==> config.mk <==
export PLATFORM = sky130hd
export DESIGN_NAME = bms_ascii_frame_receiver_unit
export DESIGN_NICKNAME = d
export VERILOG_FILES = /design/src/rtl/core/bafr_pkg.sv /design/src/rtl/core/bms_ascii_frame_receiver_unit.sv
export SDC_FILE = /design/constraint.sdc
export NUM_CORES = 1
export LEC_CHECK = 0
export BUFFER_PORTS_ARGS = -buffer_cell sky130_fd_sc_hd__buf_2
export CAP_MARGIN = 20
export CORE_ASPECT_RATIO = 1.2
export CORE_MARGIN = 2
export CORE_UTILIZATION = 30
export DETAILED_ROUTE_END_ITERATION = 10
export GPL_TIMING_DRIVEN = 0
export PLACE_DENSITY = 0.44
export SLEW_MARGIN = 20
export SYNTH_ARGS = -nofsm -noshare
export SYNTH_HDL_FRONTEND = slang
export SYNTH_SLANG_ARGS = --single-unit
==> constraint.sdc <==
create_clock -name clk -period 6.2 [get_ports clk]
set_input_delay 1.24 -clock clk [delete_from_list [all_inputs] [get_ports clk]]
set_output_delay 1.24 -clock clk [all_outputs]
set_load 0.02 [all_outputs]
==> src/rtl/core/bafr_pkg.sv <==
// Shared codes, constants and hex decode for the ASCII frame receiver.
// No dependencies; imported by the receiver and its checker.
`default_nettype none

package bafr_pkg;

	localparam logic [7:0] SOF_CHAR = 8'h7E;

	localparam logic KIND_NIBBLE = 1'b0;
	localparam logic KIND_END    = 1'b1;

	localparam logic [2:0] ST_OK       = 3'd0;
	localparam logic [2:0] ST_VERSION  = 3'd1;
	localparam logic [2:0] ST_HEADER   = 3'd2;
	localparam logic [2:0] ST_LENGTH   = 3'd3;
	localparam logic [2:0] ST_BODY     = 3'd4;
	localparam logic [2:0] ST_CHECKSUM = 3'd5;

	localparam logic [7:0] VER_MIN = 8'h20;
	localparam logic [7:0] VER_MAX = 8'h2F;

	typedef struct packed {
		logic       ok;
		logic [3:0] val;
	} hex_t;

	typedef struct packed {
		logic [7:0]  version;
		logic [7:0]  address;
		logic [7:0]  device;
		logic [7:0]  ret_code;
		logic [15:0] len_word;
	} hdr_t;

	function automatic hex_t hex_decode(input logic [7:0] c);
		hex_t r;
		r.ok  = 1'b1;
		r.val = 4'h0;
		if (c >= 8'h30 && c <= 8'h39) begin
			r.val = c[3:0];
		end else if ((c >= 8'h61 && c <= 8'h66) || (c >= 8'h41 && c <= 8'h46)) begin
			r.val = c[3:0] + 4'd9;
		end else begin
			r.ok = 1'b0;
		end
		return r;
	endfunction

endpackage

`default_nettype wire

==> src/rtl/core/bms_ascii_frame_receiver_unit.sv <==
// ASCII-hex battery reply frame receiver: byte in, info nibbles and frame status out.
// Depends on bafr_pkg.
`default_nettype none

//  channel | handshake           | payload
//  --------+---------------------+-----------------------------------------------
//  in      | in_valid / in_stall  | rx_byte
//  out     | out_valid / out_stall| kind, info_nibble, status, protocol_version,
//          |                      | unit_address, device_code, return_code,
//          |                      | info_count
//
// One word is taken every cycle while in_stall is low; its result, if any, is in the
// output register in the next cycle. in_stall rises only while that register holds a
// word that the sink is stalling, so throughput is set by the single output register.
// arst_n clears the frame state and the output valid at once; the next word is
// treated as the start byte of a fresh frame.

module bms_ascii_frame_receiver_unit #(
	parameter int MAX_INFO_CHARS = 4095
) (
	input  wire logic        clk,
	input  wire logic        arst_n,
	input  wire logic        in_valid,
	output logic             in_stall,
	input  wire logic [7:0]  rx_byte,
	output logic             out_valid,
	input  wire logic        out_stall,
	output logic             kind,
	output logic [3:0]       info_nibble,
	output logic [2:0]       status,
	output logic [7:0]       protocol_version,
	output logic [7:0]       unit_address,
	output logic [7:0]       device_code,
	output logic [7:0]       return_code,
	output logic [11:0]      info_count
);
	import bafr_pkg::*;

	// Position runs up to the terminator, at most 17 + MAX_INFO_CHARS.
	localparam int POS_W = $clog2(MAX_INFO_CHARS + 18);

	// Frame state
	logic [POS_W-1:0] pos_q, pos_n;
	hdr_t             hdr_q, hdr_n;
	logic [15:0]      sum_q, sum_n;
	logic [15:0]      rchk_q, rchk_n;
	logic             hdr_inv_q, hdr_inv_n;
	logic             body_inv_q, body_inv_n;

	// Output register
	logic             out_valid_q;
	logic             kind_q;
	logic [3:0]       nib_q;
	logic [2:0]       status_q;
	hdr_t             res_hdr_q;

	logic             accept;
	hex_t             hex;
	logic [12:0]      pos13;
	logic [11:0]      len;
	logic [5:0]       len_sum;
	logic [3:0]       len_code;
	logic             ver_bad, len_bad, hdr_bad;
	logic [12:0]      body_end, chk_end;
	logic             emit_nib, emit_end;
	logic [2:0]       st;

	assign in_stall = out_valid_q & out_stall;
	assign accept   = in_valid & ~in_stall;

	assign hex   = hex_decode(rx_byte);
	assign pos13 = 13'(pos_q);
	assign len   = hdr_q.len_word[11:0];

	// Length word check: top nibble is the negated sum of the three length nibbles.
	assign len_sum  = 6'(len[11:8]) + 6'(len[7:4]) + 6'(len[3:0]);
	assign len_code = 4'(6'd0 - len_sum);
	assign len_bad  = (len_code != hdr_q.len_word[15:12]) || (len > 12'(MAX_INFO_CHARS));
	assign ver_bad  = (hdr_q.version < VER_MIN) || (hdr_q.version > VER_MAX);
	assign hdr_bad  = ver_bad | hdr_inv_q | len_bad;

	assign body_end = 13'd13 + 13'(len);
	assign chk_end  = body_end + 13'd4;

	// Status in priority order
	always_comb begin
		if (ver_bad) begin
			st = ST_VERSION;
		end else if (hdr_inv_q) begin
			st = ST_HEADER;
		end else if (len_bad) begin
			st = ST_LENGTH;
		end else if (body_inv_q) begin
			st = ST_BODY;
		end else if (rchk_q != 16'(16'd0 - sum_q)) begin
			st = ST_CHECKSUM;
		end else begin
			st = ST_OK;
		end
	end

	// Next frame state for the word at the input
	always_comb begin
		pos_n      = pos_q;
		hdr_n      = hdr_q;
		sum_n      = sum_q;
		rchk_n     = rchk_q;
		hdr_inv_n  = hdr_inv_q;
		body_inv_n = body_inv_q;
		emit_nib   = 1'b0;
		emit_end   = 1'b0;
		if (pos13 == 13'd0) begin
			// start byte: flag anything but the start character
			hdr_inv_n = (rx_byte != SOF_CHAR);
			pos_n     = POS_W'(1);
		end else if (pos13 <= 13'd12) begin
			// header characters: a non-hex one shifts in as zero
			if (!hex.ok) begin
				hdr_inv_n = 1'b1;
			end
			hdr_n = hdr_t'({hdr_q[43:0], hex.val});
			sum_n = sum_q + 16'(rx_byte);
			pos_n = pos_q + POS_W'(1);
		end else if (hdr_bad) begin
			// bad header: count through byte 18, then close the frame
			if (pos13 >= 13'd17) begin
				emit_end = 1'b1;
			end else begin
				pos_n = pos_q + POS_W'(1);
			end
		end else if (pos13 < body_end) begin
			sum_n = sum_q + 16'(rx_byte);
			pos_n = pos_q + POS_W'(1);
			if (hex.ok) begin
				emit_nib = 1'b1;
			end else begin
				body_inv_n = 1'b1;
			end
		end else if (pos13 < chk_end) begin
			if (!hex.ok) begin
				body_inv_n = 1'b1;
			end
			rchk_n = {rchk_q[11:0], hex.val};
			pos_n  = pos_q + POS_W'(1);
		end else begin
			// terminator, taken whatever its value
			emit_end = 1'b1;
		end
		if (emit_end) begin
			pos_n      = '0;
			hdr_n      = '0;
			sum_n      = '0;
			rchk_n     = '0;
			hdr_inv_n  = 1'b0;
			body_inv_n = 1'b0;
		end
	end

	always_ff @(posedge clk or negedge arst_n) begin
		if (!arst_n) begin
			pos_q      <= '0;
			hdr_q      <= '0;
			sum_q      <= '0;
			rchk_q     <= '0;
			hdr_inv_q  <= 1'b0;
			body_inv_q <= 1'b0;
		end else if (accept) begin
			pos_q      <= pos_n;
			hdr_q      <= hdr_n;
			sum_q      <= sum_n;
			rchk_q     <= rchk_n;
			hdr_inv_q  <= hdr_inv_n;
			body_inv_q <= body_inv_n;
		end
	end

	// Output valid: set on a new result, drop once the sink has taken it
	always_ff @(posedge clk or negedge arst_n) begin
		if (!arst_n) begin
			out_valid_q <= 1'b0;
		end else if (accept && (emit_nib || emit_end)) begin
			out_valid_q <= 1'b1;
		end else if (!out_stall) begin
			out_valid_q <= 1'b0;
		end
	end

	// Output payload: hold while stalled, zero the fields the kind does not use
	always_ff @(posedge clk) begin
		if (accept && (emit_nib || emit_end)) begin
			kind_q <= emit_end ? KIND_END : KIND_NIBBLE;
			if (emit_end) begin
				nib_q     <= 4'h0;
				status_q  <= st;
				res_hdr_q <= hdr_q;
			end else begin
				nib_q     <= hex.val;
				status_q  <= ST_OK;
				res_hdr_q <= '0;
			end
		end
	end

	assign out_valid        = out_valid_q;
	assign kind             = kind_q;
	assign info_nibble      = nib_q;
	assign status           = status_q;
	assign protocol_version = res_hdr_q.version;
	assign unit_address     = res_hdr_q.address;
	assign device_code      = res_hdr_q.device;
	assign return_code      = res_hdr_q.ret_code;
	assign info_count       = res_hdr_q.len_word[11:0];

endmodule

`default_nettype wire

# Word level (Yosys, flattened, before mapping)
# Index checks and enable logic that the tools add are counted.
[totals]
register_bits = 148
input_bits = 12
output_inout_bits = 54
elab_cells = 138
[classes]
addsub = 9
n_lt_le_gt_ge = 13
n_eq_ne = 11
n_mux = 55
bitwise = 6
reduce_logical = 23
[ops]
columns = ["operator", "n"]
rows = [
  ["16-bit 2-to-1 mux", 11],
  ["48-bit 2-to-1 mux", 3],
  ["13-bit 2-to-1 mux", 7],
  ["1-bit 2-to-1 mux", 28],
  ["13-bit less-than comparator", 2],
  ["16-bit by 8-bit adder with 16-bit output", 1],
  ["8-bit by 7-bit >= comparator with 1-bit output (second input constant)", 2],
  ["8-bit by 7-bit <= comparator with 1-bit output (second input constant)", 2],
  ["16-bit inequality test", 1],
  ["1-bit by 16-bit subtractor with 16-bit output (first input constant)", 1],
  ["13-bit by 1-bit adder with 13-bit output (second input constant)", 1],
  ["13-bit by 3-bit adder with 13-bit output (second input constant)", 1],
  ["4-bit by 12-bit adder with 13-bit output (first input constant)", 1],
  ["13-bit by 5-bit >= comparator with 1-bit output (second input constant)", 1],
  ["13-bit by 4-bit <= comparator with 1-bit output (second input constant)", 1],
  ["13-bit zero test", 1],
  ["12-bit > comparator (second input constant)", 1],
  ["3-bit AND reduction", 3],
  ["3-bit nonzero test", 3],
  ["4-bit adder", 2],
  ["8-bit by 6-bit >= comparator with 1-bit output (second input constant)", 1],
  ["8-bit by 6-bit > comparator with 1-bit output (second input constant)", 1],
  ["8-bit by 6-bit <= comparator with 1-bit output (second input constant)", 1],
  ["8-bit by 6-bit less-than comparator with 1-bit output (second input constant)", 1],
  ["other kinds (23)", 40],
]

# Logic depth before layout (Yosys ltp)
[logic_depth]
ltp_word = 13
mapped_depth = 20

# Worst setup path after synthesis
# No wires, ideal clock.
[synth_path]
kind = "reg-to-reg"
start = "reg hdr_q[1] in the netlist's numbering"
end = "reg res_hdr_q, in the netlist device_code[0] (enable)"
t_arrival_ns = 6.132
required_ns = 5.720
path_slack_ns = -0.412
path_stages_with_launch = 15
n_path_buf = 1
synth_period_minus_slack_ns = 6.612
path_cell_list = "dfrtp_1 -> ha_1 -> fa_1 -> inv_1 -> ha_1 -> inv_1 -> fa_1 -> xnor2_1 -> xnor3_1 -> nor4_4 -> and2b_1 -> a2bb2oi_2 -> nand2_4 -> buf_2 -> a21oi_1"
[synth_between]
elab_chain_cells = 10
word_cells_on_any_way = 21
classes_between = "add/sub: 4; order compare: 3; eq/ne: 1; mux: 9; bitwise: 1; reduce/logical: 3"
[synth_rtl]
columns = ["element", "line_no", "source"]
rows = [
  ["start, declared", "bms_ascii_frame_receiver_unit.sv:44", "hdr_t hdr_q, hdr_n;"],
  ["start signal, assigned", "bms_ascii_frame_receiver_unit.sv:169", "hdr_q <= hdr_n;"],
  ["4-bit by 12-bit adder with 13-bit output or 4-bit adder (tied branches)", "bms_ascii_frame_receiver_unit.sv:82, bms_ascii_frame_receiver_unit.sv:76", ""],
  ["13-bit by 3-bit adder with 13-bit output or 1-bit by 4-bit subtractor with 4-bit output (tied branches)", "bms_ascii_frame_receiver_unit.sv:83, bms_ascii_frame_receiver_unit.sv:77", ""],
  ["13-bit less-than comparator or 4-bit inequality test (tied branches)", "bms_ascii_frame_receiver_unit.sv:139, bms_ascii_frame_receiver_unit.sv:78", ""],
  ["1-bit 2-to-1 mux or 1-bit logical OR (tied branches)", "bms_ascii_frame_receiver_unit.sv:139, bms_ascii_frame_receiver_unit.sv:78", ""],
  ["1-bit 2-to-1 mux or 1-bit OR (tied branches)", "bms_ascii_frame_receiver_unit.sv:131, bms_ascii_frame_receiver_unit.sv:80", ""],
  ["1-bit 2-to-1 mux", "bms_ascii_frame_receiver_unit.sv:124", "end else if (hdr_bad) begin"],
  ["1-bit 2-to-1 mux", "bms_ascii_frame_receiver_unit.sv:116", "end else if (pos13 <= 13'd12) begin"],
  ["1-bit 2-to-1 mux", "bms_ascii_frame_receiver_unit.sv:112", "if (pos13 == 13'd0) begin"],
  ["1-bit logical OR (*)", "bms_ascii_frame_receiver_unit.sv:190", "if (accept && (emit_nib || emit_end)) begin"],
  ["1-bit logical AND (*)", "bms_ascii_frame_receiver_unit.sv:190", ""],
  ["end signal, assigned", "bms_ascii_frame_receiver_unit.sv:195", "res_hdr_q <= hdr_q;"],
  ["end, declared", "bms_ascii_frame_receiver_unit.sv:55", "hdr_t res_hdr_q;"],
]
# Every way passes the cells marked *; elsewhere a longest branch is shown, timed or not.
# A chain may end at the register's enable or synchronous reset.

# Worst setup path after layout
[layout_path]
start = "reg hdr_q[1] in the netlist's numbering"
end = "reg res_hdr_q, in the netlist info_count[9] (enable)"
# The elaborated chain is that of the path after synthesis.

==> results list <==
- The run finished with clean final reports.
- CTS built an H-tree with a depth of 4.
- Horiz. Die Dim: 157 um
- The worst setup path is of the flip-flop to flip-flop kind.
- Internal portion of total power: 2.74 mW
* Remaining routing DRC violations: 0
* Required time at the worst-slack endpoint: 6340 ps
- Routed WL per cell: 17.6 um
* Via count of the first global-routing pass: 6221
- Clock-pin slew was measured on the worst setup and hold paths at 60 ps.
- Worst hold margin: 520 ps
- Sequential element share of the synthesized area: 0.473
* Worst skew pair latency: 440 ps
- For this design the total switching power over the nets is 2.20 mW.
- Share of synthesized registers carrying an async set or reset: 0.649
- Post-CTS setup buffer count: 0
- In this run the remaining antenna-violating nets after routing total 0.
- Overflow left after global routing: 0
* Number of enable-type register cells in the synthesized netlist: 52
* Post-route fraction of the period consumed by the critical path: 0.933
- Endpoints failing hold: 0
- Peak VDD IR: 0.196 mV
- Die Height: 187 um
- Dividing total power by cell area gives a power density of 506 mW/mm^2.
- Logic pwr share: 0.492
- TritonCTS clock tree: yes
- Max Freq: 173 MHz
- Slew Limit Fails: 0
- The synthesized design contains 148 register bits.
* Fraction of power spent switching nets: 0.445
- First-iteration detailed-routing DRC count: 343
- Root buffer selected by CTS: sky130_fd_sc_hd__clkbuf_16
- Clock Path Buffers: 2
* Number of distinct library cells after synthesis: 79
- Routability-driven placement finished with a final weighted congestion of 0.802.
- Most used cells in the layout excluding fill and tap cells: sky130_fd_sc_hd__dfrtp_1 (96), sky130_fd_sc_hd__buf_2 (72), sky130_fd_sc_hd__nand2_1 (66)
- Synthesis produced a netlist whose cell count is 775.
- Across all register-to-register paths, the minimum setup slack is 420 ps.
* Setup total negative slack: 0 ps
* I/O pin count: 66
* Post-layout minimum cycle time: 5780 ps
* Top area cells in the synthesized netlist: sky130_fd_sc_hd__dfrtp_1 (29%), sky130_fd_sc_hd__edfxtp_1 (19%), sky130_fd_sc_hd__ha_1 (6.6%)
- Antenna fix cells: 0
* Final wirelength: 21500 um
* Post-detail-place hpwl: 15900 um
* Wire length of the first global-routing pass: 34800 um
- After filler insertion, the fill cell instance count of the layout stands at 2825.
* Antenna violations before repair: 0
- Nature of the critical path startpoint: flip-flop
* Number of clock sinks: 148
- Ys Warns: 0
* Setup repair after global routing missed its margin: false
* Summed instance area of the synthesized netlist: 0.00837 sq mm
- Area grow syn2layout: 16.6%
* Cells resized by post-CTS repair: 0
* Post-DR vias/cell: 5.00
* Number of endpoints failing setup at the final stage: 0
- Data arrives at the worst endpoint at 5930 ps.
- The tightest min-delay check is of the flip-flop to flip-flop type.
- Proportion of power drawn by the clock network: 0.198
- After floorplanning, the core was sized to cover 0.0277 sq mm.
- Buffers added on ports: 65
- Fraction of final layout cells sized beyond drive strength 1: 0.159
- Worst-case clock skew: 8.76 ps
* Actual slew at the worst max-slew pin: 1060 ps
* Power share of the sequential group: 0.310
- In this run the tightest slew margin relative to its limit is 0.288.
- Along the worst path, the maximum fanout reaches 21.
- Syn avg cell area: 10.8 sq um
* Post-layout net count: 922
* Critical path endpoint category: flip-flop
- The tool flagged a number of max-cap violations equal to 0.
* Pin count of the biggest net entering global routing: 60
- The number of hold buffers added after CTS was 0.
- The number of nets handed over by synthesis was 835.
- In this run, CTS created clock tree buffers numbering 17.
- Cell type with the highest aggregate area in the netlist: sky130_fd_sc_hd__dfrtp_1
- Row generation in the floorplan step produced 67 rows.
- Most frequent standard cell in the layout excluding fill and tap cells: sky130_fd_sc_hd__dfrtp_1
* Predominant post-synthesis flop cell: sky130_fd_sc_hd__dfrtp_1
* Leak: 4.25 nW
* Routed via count: 6096
- Starting density of the core: 0.303
- Initial DRT Pass Iterations: 4
- Area share of the largest cell type after synthesis: 0.287
- The floorplan step defined a die boundary enclosing 0.0293 sq mm.
- For this run, the total global-route usage over all layers was measured as 0.154.
## registers in the layout, indices dropped and copies added, names as in the netlist
signal and cells:
protocol_version 8, body_inv_q 1, out_valid 1, kind 1
hdr_q 48, rchk_q 16, unit_address 8, info_nibble 4
info_count 12, sum_q 16, hdr_inv_q 1, device_code 8
status 3, return_code 8, pos13 13
## metrics by stage
| step | total power, mW | setup WS (ps) | area (sq um) | instances | util |
|---|---|---|---|---|---|
| global placement | 3.99 | -1280 | 9130 | 1185 | 0.330 |
| global route | 5.33 | 168 | 9760 | 1220 | 0.353 |
| CTS | 5.02 | 271 | 9760 | 1220 | 0.353 |
| detailed placement | 4.02 | 288 | 9220 | 1188 | 0.333 |
| finish | 4.94 | 415 | 9760 | 1220 | 0.353 |
| floorplan | 3.27 | 649 | 8380 | 775 | - |
## cells by family (layout without fill, tap and decap cells)
kind of cell	after synthesis	after routing	share of synthesized area
AND/OR/NAND/NOR	252	252	0.167
buffers and inverters	76	176	0.0418
AO/OA/AOI/OAI	187	187	0.169
multiplexers	5	5	0.00643
adder cells (fa/ha/maj)	49	49	0.0765
flip-flops	148	148	0.473
XOR/XNOR	58	58	0.0656
## power groups by stage
stage / sequential, mW / clock [mW] / combinational (mW)
2_1_floorplan: 1.56 / 0 / 1.72
3_3_place_gp: 1.56 / 0 / 2.43
3_5_place_dp: 1.55 / 0 / 2.47
4_1_cts: 1.53 / 1.00 / 2.48
5_1_grt: 1.56 / 1.05 / 2.72
6_report: 1.53 / 0.978 / 2.43
## metal layers
layer	routed length, um	up-vias	GRT usage
met5	0	-	0
met4	344	0	0.0494
met3	516	18	0.0264
met2	10300	91	0.252
met1	10300	2926	0.206
li1	-	3061	-
## cell type report
class	instances	area, sq um	share of cell area
clock inverters	14	113	0.0115
repair buffers	68	407	0.0416
flip-flops and latches	148	3960	0.406
inverters	34	130	0.0133
well taps	345	432	0.0442
plain buffers	42	220	0.0226
multi-input cells	551	4070	0.417
clock buffers	18	429	0.0440
## critical path, cell delays in order, from the launching register on
cell	delay [ps]
sky130_fd_sc_hd__dfrtp_1	500
sky130_fd_sc_hd__ha_1	370
sky130_fd_sc_hd__fa_1	460
sky130_fd_sc_hd__inv_1	70
sky130_fd_sc_hd__ha_1	130
sky130_fd_sc_hd__inv_1	50
sky130_fd_sc_hd__fa_1	370
sky130_fd_sc_hd__xnor2_1	210
sky130_fd_sc_hd__xnor3_1	570
sky130_fd_sc_hd__nor4_4	500
sky130_fd_sc_hd__and2b_1	230
sky130_fd_sc_hd__a2bb2oi_2	620
sky130_fd_sc_hd__nand2_4	140
sky130_fd_sc_hd__buf_2	260
sky130_fd_sc_hd__a21oi_4	570
sky130_fd_sc_hd__buf_16	250
sky130_fd_sc_hd__buf_16	180
## Yosys cell counts (4+ instances only)
cell type,count
sky130_fd_sc_hd__a211oi_1,4
sky130_fd_sc_hd__a21o_1,5
sky130_fd_sc_hd__a21oi_1,19
sky130_fd_sc_hd__a22o_1,47
sky130_fd_sc_hd__a2bb2oi_1,6
sky130_fd_sc_hd__a31oi_1,5
sky130_fd_sc_hd__and3_1,51
sky130_fd_sc_hd__buf_2,8
sky130_fd_sc_hd__buf_4,4
sky130_fd_sc_hd__buf_6,5
sky130_fd_sc_hd__clkbuf_1,24
sky130_fd_sc_hd__dfrtp_1,96
sky130_fd_sc_hd__edfxtp_1,52
sky130_fd_sc_hd__fa_1,4
sky130_fd_sc_hd__ha_1,44
sky130_fd_sc_hd__inv_1,33
sky130_fd_sc_hd__nand2_1,66
sky130_fd_sc_hd__nand3_1,14
sky130_fd_sc_hd__nand4_1,8
sky130_fd_sc_hd__nor2_1,41
sky130_fd_sc_hd__nor2b_1,4
sky130_fd_sc_hd__nor3_1,10
sky130_fd_sc_hd__nor3b_1,4
sky130_fd_sc_hd__nor4_1,10
sky130_fd_sc_hd__nor4b_1,5
sky130_fd_sc_hd__o211ai_1,4
sky130_fd_sc_hd__o21ai_0,35
sky130_fd_sc_hd__o21ai_1,9
sky130_fd_sc_hd__o31ai_1,10
sky130_fd_sc_hd__or3_1,9
sky130_fd_sc_hd__or4_1,7
sky130_fd_sc_hd__xnor2_1,31
sky130_fd_sc_hd__xor2_1,24
## worst paths after layout
path,startpoint,end,cells after the start
worst max-delay path,hdr_q[1],info_count[9],16
worst min-delay path,rchk_q[15],rchk_q[15],2
worst max register to register,hdr_q[1],info_count[9],16
worst min register to register,rchk_q[15],rchk_q[15],2
max in group asynchronous,arst_n,pos13[10],2
min in group asynchronous,arst_n,sum_q[15],1
Power figures use the tool's default switching activity.
